## config.mk

```make
export PLATFORM = sky130hd
export DESIGN_NAME = fewt_ctrl
export DESIGN_NICKNAME = d
export VERILOG_FILES = /design/src/rtl/fewt_pkg.sv /design/src/rtl/fewt_ctrl.sv
export SDC_FILE = /design/constraint.sdc
export NUM_CORES = 1
export LEC_CHECK = 0
export BUFFER_PORTS_ARGS = -buffer_cell sky130_fd_sc_hd__buf_2
export CAP_MARGIN = 20
export CORE_AREA = 4 4 41 43
export CTS_CLUSTER_DIAMETER = 120
export DETAILED_ROUTE_END_ITERATION = 8
export DIE_AREA = 0 0 45 47
export GPL_TIMING_DRIVEN = 1
export HOLD_SLACK_MARGIN = 0.05
export PLACE_DENSITY_LB_ADDON = 0.05
export REMOVE_ABC_BUFFERS = 1
export SLEW_MARGIN = 5
export SYNTH_ARGS = -nofsm -noshare
export SYNTH_HDL_FRONTEND = slang
export SYNTH_SLANG_ARGS = --single-unit
export TNS_END_PERCENT = 30
```

## constraint.sdc

```tcl
create_clock -name clk_i -period 1.3 [get_ports clk_i]
set_input_delay 0.26 -clock clk_i [delete_from_list [all_inputs] [get_ports clk_i]]
set_output_delay 0.26 -clock clk_i [all_outputs]
set_load 0.005 [all_outputs]
```

## src/rtl/fewt_pkg.sv

```systemverilog
// Shared types, constants and the sine table function of the feedback echo block.
package fewt_pkg;

  localparam int DefSampleBits = 24;
  localparam int DefDelayDepth = 32768;
  localparam int DefSineDepth  = 1024;

  localparam int CfgIdxW  = 3;
  localparam int CfgDataW = 20;
  localparam int GainW    = 17;
  localparam int WetW     = 7;
  localparam int DelayW   = 15;
  localparam int PeriodW  = 20;
  localparam int StepW    = 16;
  localparam int PhaseW   = 22;
  localparam int SineW    = 16;
  localparam int GainFrac = 16;
  localparam int SineFrac = 15;

  localparam int PercentFull = 100;
  // half of 100 * 65536, rounding offset of the mix gain
  localparam int MixRound    = 3276800;

  localparam logic [GainW-1:0]   RstOutGain  = 17'd32768;
  localparam logic [GainW-1:0]   RstFbGain   = 17'd32768;
  localparam logic [WetW-1:0]    RstWet      = 7'd50;
  localparam logic [DelayW-1:0]  RstDelay    = 15'd9600;
  localparam logic [PeriodW-1:0] RstPeriod   = 20'd480000;
  localparam logic [StepW-1:0]   RstStep     = 16'd9;

  localparam logic [63:0] HalfPiQ30 = 64'd1686629713;

  typedef enum logic [CfgIdxW-1:0] {
    REG_BYPASS      = 3'd0,
    REG_OUT_GAIN    = 3'd1,
    REG_FB_GAIN     = 3'd2,
    REG_WET         = 3'd3,
    REG_DELAY       = 3'd4,
    REG_TREM_ON     = 3'd5,
    REG_TREM_PERIOD = 3'd6,
    REG_TREM_STEP   = 3'd7
  } fewt_reg_e;

  typedef enum logic [3:0] {
    ST_IDLE,
    ST_MOD,
    ST_READ,
    ST_MUL,
    ST_SUM,
    ST_GAIN,
    ST_MAG,
    ST_RECIP,
    ST_FIX,
    ST_TREM,
    ST_DONE
  } fewt_state_e;

  typedef struct packed {
    logic load;
    logic mod_step;
    logic read;
    logic mul;
    logic sum;
    logic gain;
    logic mag;
    logic recip;
    logic fix;
    logic trem;
    logic done;
  } fewt_cmd_t;

  typedef struct packed {
    logic bypass;
    logic trem_on;
    logic d_ge_depth;
    logic out_busy;
  } fewt_sts_t;

  // t: phase with one full turn = 2^32; Q30 Taylor series per quadrant
  function automatic logic [SineW-1:0] sine_entry(input logic [63:0] t);
    logic [1:0]  quad;
    logic [63:0] r;
    logic [63:0] x;
    logic [63:0] x2;
    logic [63:0] t1;
    logic [63:0] t2;
    logic [63:0] t3;
    logic [63:0] t4;
    logic [63:0] t5;
    logic [63:0] t6;
    logic [63:0] sp;
    logic [63:0] sn;
    logic [63:0] res;
    quad = t[31:30];
    r    = {34'd0, t[29:0]};
    if (quad[0]) begin
      r = (64'd1 << 30) - r;
    end
    x   = (r * HalfPiQ30) >> 30;
    x2  = (x * x) >> 30;
    t1  = ((x * x2) >> 30) / 64'd6;
    t2  = ((t1 * x2) >> 30) / 64'd20;
    t3  = ((t2 * x2) >> 30) / 64'd42;
    t4  = ((t3 * x2) >> 30) / 64'd72;
    t5  = ((t4 * x2) >> 30) / 64'd110;
    t6  = ((t5 * x2) >> 30) / 64'd156;
    sp  = x + t2 + t4 + t6;
    sn  = t1 + t3 + t5;
    res = (sp > sn) ? sp - sn : 64'd0;
    res = (res + (64'd1 << 14)) >> 15;
    if (res > 64'd32767) begin
      res = 64'd32767;
    end
    return quad[1] ? SineW'(64'd0 - res) : SineW'(res);
  endfunction

endpackage

```

## src/rtl/fewt_ctrl.sv

```systemverilog
// Sequencing state machine of the echo and tremolo datapath.
module fewt_ctrl (
  input  logic                clk_i,
  input  logic                rst_ni,
  input  logic                in_valid_i,
  output logic                in_stall_o,
  output fewt_pkg::fewt_cmd_t cmd_o,
  input  fewt_pkg::fewt_sts_t sts_i
);
  import fewt_pkg::*;

  fewt_state_e state_q;
  fewt_state_e state_d;

  always_ff @(posedge clk_i or negedge rst_ni) begin
    if (!rst_ni) begin
      state_q <= ST_IDLE;
    end else begin
      state_q <= state_d;
    end
  end

  always_comb begin
    state_d = state_q;
    unique case (state_q)
      ST_IDLE: begin
        if (in_valid_i) begin
          state_d = sts_i.bypass ? ST_GAIN : ST_MOD;
        end
      end
      ST_MOD: begin
        if (!sts_i.d_ge_depth) begin
          state_d = ST_READ;
        end
      end
      ST_READ:  state_d = ST_MUL;
      ST_MUL:   state_d = ST_SUM;
      ST_SUM:   state_d = ST_GAIN;
      ST_GAIN:  state_d = sts_i.bypass ? ST_DONE : ST_MAG;
      ST_MAG:   state_d = ST_RECIP;
      ST_RECIP: state_d = ST_FIX;
      ST_FIX:   state_d = sts_i.trem_on ? ST_TREM : ST_DONE;
      ST_TREM:  state_d = ST_DONE;
      ST_DONE: begin
        if (!sts_i.out_busy) begin
          state_d = ST_IDLE;
        end
      end
      default:  state_d = ST_IDLE;
    endcase
  end

  always_comb begin
    cmd_o      = '0;
    in_stall_o = 1'b1;
    unique case (state_q)
      ST_IDLE: begin
        in_stall_o = 1'b0;
        cmd_o.load = in_valid_i;
      end
      ST_MOD:   cmd_o.mod_step = sts_i.d_ge_depth;
      ST_READ:  cmd_o.read     = 1'b1;
      ST_MUL:   cmd_o.mul      = 1'b1;
      ST_SUM:   cmd_o.sum      = 1'b1;
      ST_GAIN:  cmd_o.gain     = 1'b1;
      ST_MAG:   cmd_o.mag      = 1'b1;
      ST_RECIP: cmd_o.recip    = 1'b1;
      ST_FIX:   cmd_o.fix      = 1'b1;
      ST_TREM:  cmd_o.trem     = 1'b1;
      ST_DONE:  cmd_o.done     = !sts_i.out_busy;
      default:  cmd_o          = '0;
    endcase
  end

endmodule

```

==> results.sh <==
export IMPL_status="finished with violations"
export IMPL_violations="setup timing"
export IMPL_synth_top_area_frac=0.287
export IMPL_cts_htree_levels=1
export IMPL_leakage_nw=0.319
export IMPL_tightest_slew_ns=0.273
export IMPL_relSlewSlack=0.818
export IMPL_rr_startpoint="state_q[2]$_DFFE_PN0P_"
export IMPL_clock_sinks=4
export IMPL_reg_top3="state_q: 4 flops"
export IMPL_numCtsBuffers=3
export IMPL_cts_buffer_depth=2
export IMPL_antenna_left=0
export IMPL_grt_setup_unrepaired="yes"
export IMPL_grt_pass1_wl_um=1880
export IMPL_hold_class="in -> reg"
export IMPL_drt_vias_per_instance=4.80
export IMPL_clkTransAtPathRegs_ns=0.04
export IMPL_antenna_cells=0
export IMPL_finalWirelength_um=1140
export IMPL_overflow=0
export IMPL_drt_iter0_drc=3
export IMPL_ios=19
export IMPL_finalHoldViolations=0
export IMPL_fin_crit_sh=1.16
export IMPL_clock_latency_ns=0.24
export IMPL_timing_final_ws_setup_ns=-0.202
export IMPL_cp_max_fo=3
export IMPL_r2r_setup_slack_ns=0.05
export IMPL_num_rows=13
export IMPL_synthTopCellsByArea="dfrtp_1 29%, nor2_1 9.7%, nor3_1 7.2%"
export IMPL_cp_end_kind="output port"
export IMPL_yosysSeqAreaShare=0.287
export IMPL_pre_cts_slack_ns=0.0220
export IMPL_io_buffers=18
export IMPL_synth_area_per_cell_sq_um=7.59
export IMPL_area_growth_pct=83.9
export IMPL_fin_crit_ns=1.50
export IMPL_netlist_instances=46
export IMPL_track_usage=0.123
export IMPL_min_from="sts_i[2]"
export IMPL_r2r_end="state_q[1]$_DFFE_PN0P_"
export IMPL_drv_slew=0
export IMPL_finClkSkew_ns=0.00723
export IMPL_fin_setup_tns_ns=-1.46
export IMPL_p_per_area_nw_per_um2=2600
export IMPL_largest_reg_flops=4
export IMPL_final_area_sq_um=642
export IMPL_final_setup_viol_count=12
export IMPL_peakVddDrop_uv=1240
export IMPL_vias=446
export IMPL_ys_seq_elements=4
export IMPL_die_h_um=47
export IMPL_core_area_sq_um=1300
export IMPL_nets=87
export IMPL_reg2regPathDepth=6
export IMPL_root_buffer="clkbuf_4"
export IMPL_die_w_um=45
export IMPL_drc_errors=0
export IMPL_fmax_mhz=666
export IMPL_yosysUniqueCellTypes=23
export IMPL_min_path_cells=3
export IMPL_grt_max_degree=9
export IMPL_worstPathArrival_ns=1.24
export IMPL_placedInstanceArea_sq_um=479
export IMPL_crit_required_ns=1.04
export IMPL_design_die_area_sq_um=2120
export IMPL_start_util=0.268
export IMPL_gp_congestion=0.789
export IMPL_min_to="state_q[0]$_DFFE_PN0P_"
export IMPL_dp_hpwl_um=843
export IMPL_syn_area_sq_um=349
export IMPL_yosys_warnings=0
export IMPL_critPathLaunchType="flip-flop"
export IMPL_nFillCells=151
export IMPL_post_drt_wl_per_cell_um=12.3
export IMPL_drv_cap=0
export IMPL_antenna_found_initial=0
export IMPL_drive_above_1_share=0.667
export IMPL_drtPass1Iterations=3
export IMPL_crit_type="reg -> out"
export IMPL_cts_tree="built"
export IMPL_synth_top_area_cell="dfrtp_1"
export IMPL_top_register="state_q"
export IMPL_first_global_vias=458
[cell usage after synthesis (all sizes together)]
master	n
and3	1
dfrtp	4
o21ai	1
a21boi	1
a31oi	2
o22ai	1
nor2	9
buf	3
nand2b	2
a32oi	1
o41ai	1
nor3	5
a21oi	3
nor2b	1
o32ai	1
nand3b	1
nand2	5
inv	2
or3b	1
or2	1
[power by group]
group | switching [mW] | internal [mW]
clock network | 0.0514 | 0.103
logic | 0.582 | 0.617
registers | 0.115 | 0.201
[per-stage QoR]
stage	util	instances	hold WS [ns]	power (mW)
2_1_floorplan	-	43	-0.0356	0.748
3_3_place_gp	0.368	82	0.0708	1.13
3_5_place_dp	0.368	82	0.0705	1.12
4_1_cts	0.444	90	0.307	1.50
5_1_grt	0.493	93	0.342	1.82
6_report	0.493	93	0.319	1.67
[placed cells by master, fill, tap and decap left out, drive strengths merged]
cell type    Yosys  final
o22ai            1      1
or2              1      1
o41ai            1      1
nor2b            1      1
a21oi            3      3
clkbuf           0      3
o21ai            1      1
nand2            5      5
nor3             5      5
a32oi            1      1
inv              2      2
nand3b           1      1
buf              3     31
a31oi            2      2
a21boi           1      1
nand2b           2      2
dfrtp            4      4
dlygate4sd3      0      1
o32ai            1      1
nor2             9      9
or3b             1      1
and3             1      1
[layer usage]
metal / vias to the layer above / routed length, um / GRT usage
li1: 229 / - / -
met1: 198 / 535 / 0.158
met2: 19 / 521 / 0.198
met3: 0 / 87 / 0.0421
met4: 0 / 0 / 0.0351
met5: - / 0 / 0
[final cells by class]
cell class | count | area, sq um | area share
clock buffers | 3 | 22.5 | 0.0351
well taps | 15 | 18.8 | 0.0292
multi-input cells | 37 | 285 | 0.444
inverters | 2 | 10.0 | 0.0156
flip-flops and latches | 4 | 104 | 0.162
repair buffers | 32 | 201 | 0.314
[repair_timing]
action                                  CTS  global route
endpoints found under the hold margin     4             0
hold buffers                              1             0
pin swaps                                 3             5
buffers inserted                          4             3
endpoints found under the setup margin   12            14
gates resized for setup                   9             9
[critical path: stages, from the launching register on]
cell	delay [ns]
dfrtp_2	0.40
or3b_4	0.40
nor2_1	0.10
buf_2	0.11
[kinds of logic (layout without fill, tap and decap cells)]
family	Yosys count	after routing	share of synthesized area
simple gates	26	26	0.366
buf+inv	5	37	0.0896
flops	4	4	0.287
compound gates	11	11	0.258
[how the worst max path moves through the flow]
stage,from,end,cells past startpoint
after CTS,state_q[3]$_DFFE_PN0P_,cmd_o[9],3
after global routing,state_q[2]$_DFFE_PN0P_,cmd_o[9],3
after detailed placement,state_q[2]$_DFFE_PN0P_,cmd_o[9],3
final,state_q[2]$_DFFE_PN0P_,cmd_o[9],3
after floorplan,state_q[2]$_DFFE_PN0P_,cmd_o[9],2
after global placement,state_q[2]$_DFFE_PN0P_,cmd_o[9],3
Note: power is estimated with default switching activity, not from simulation.
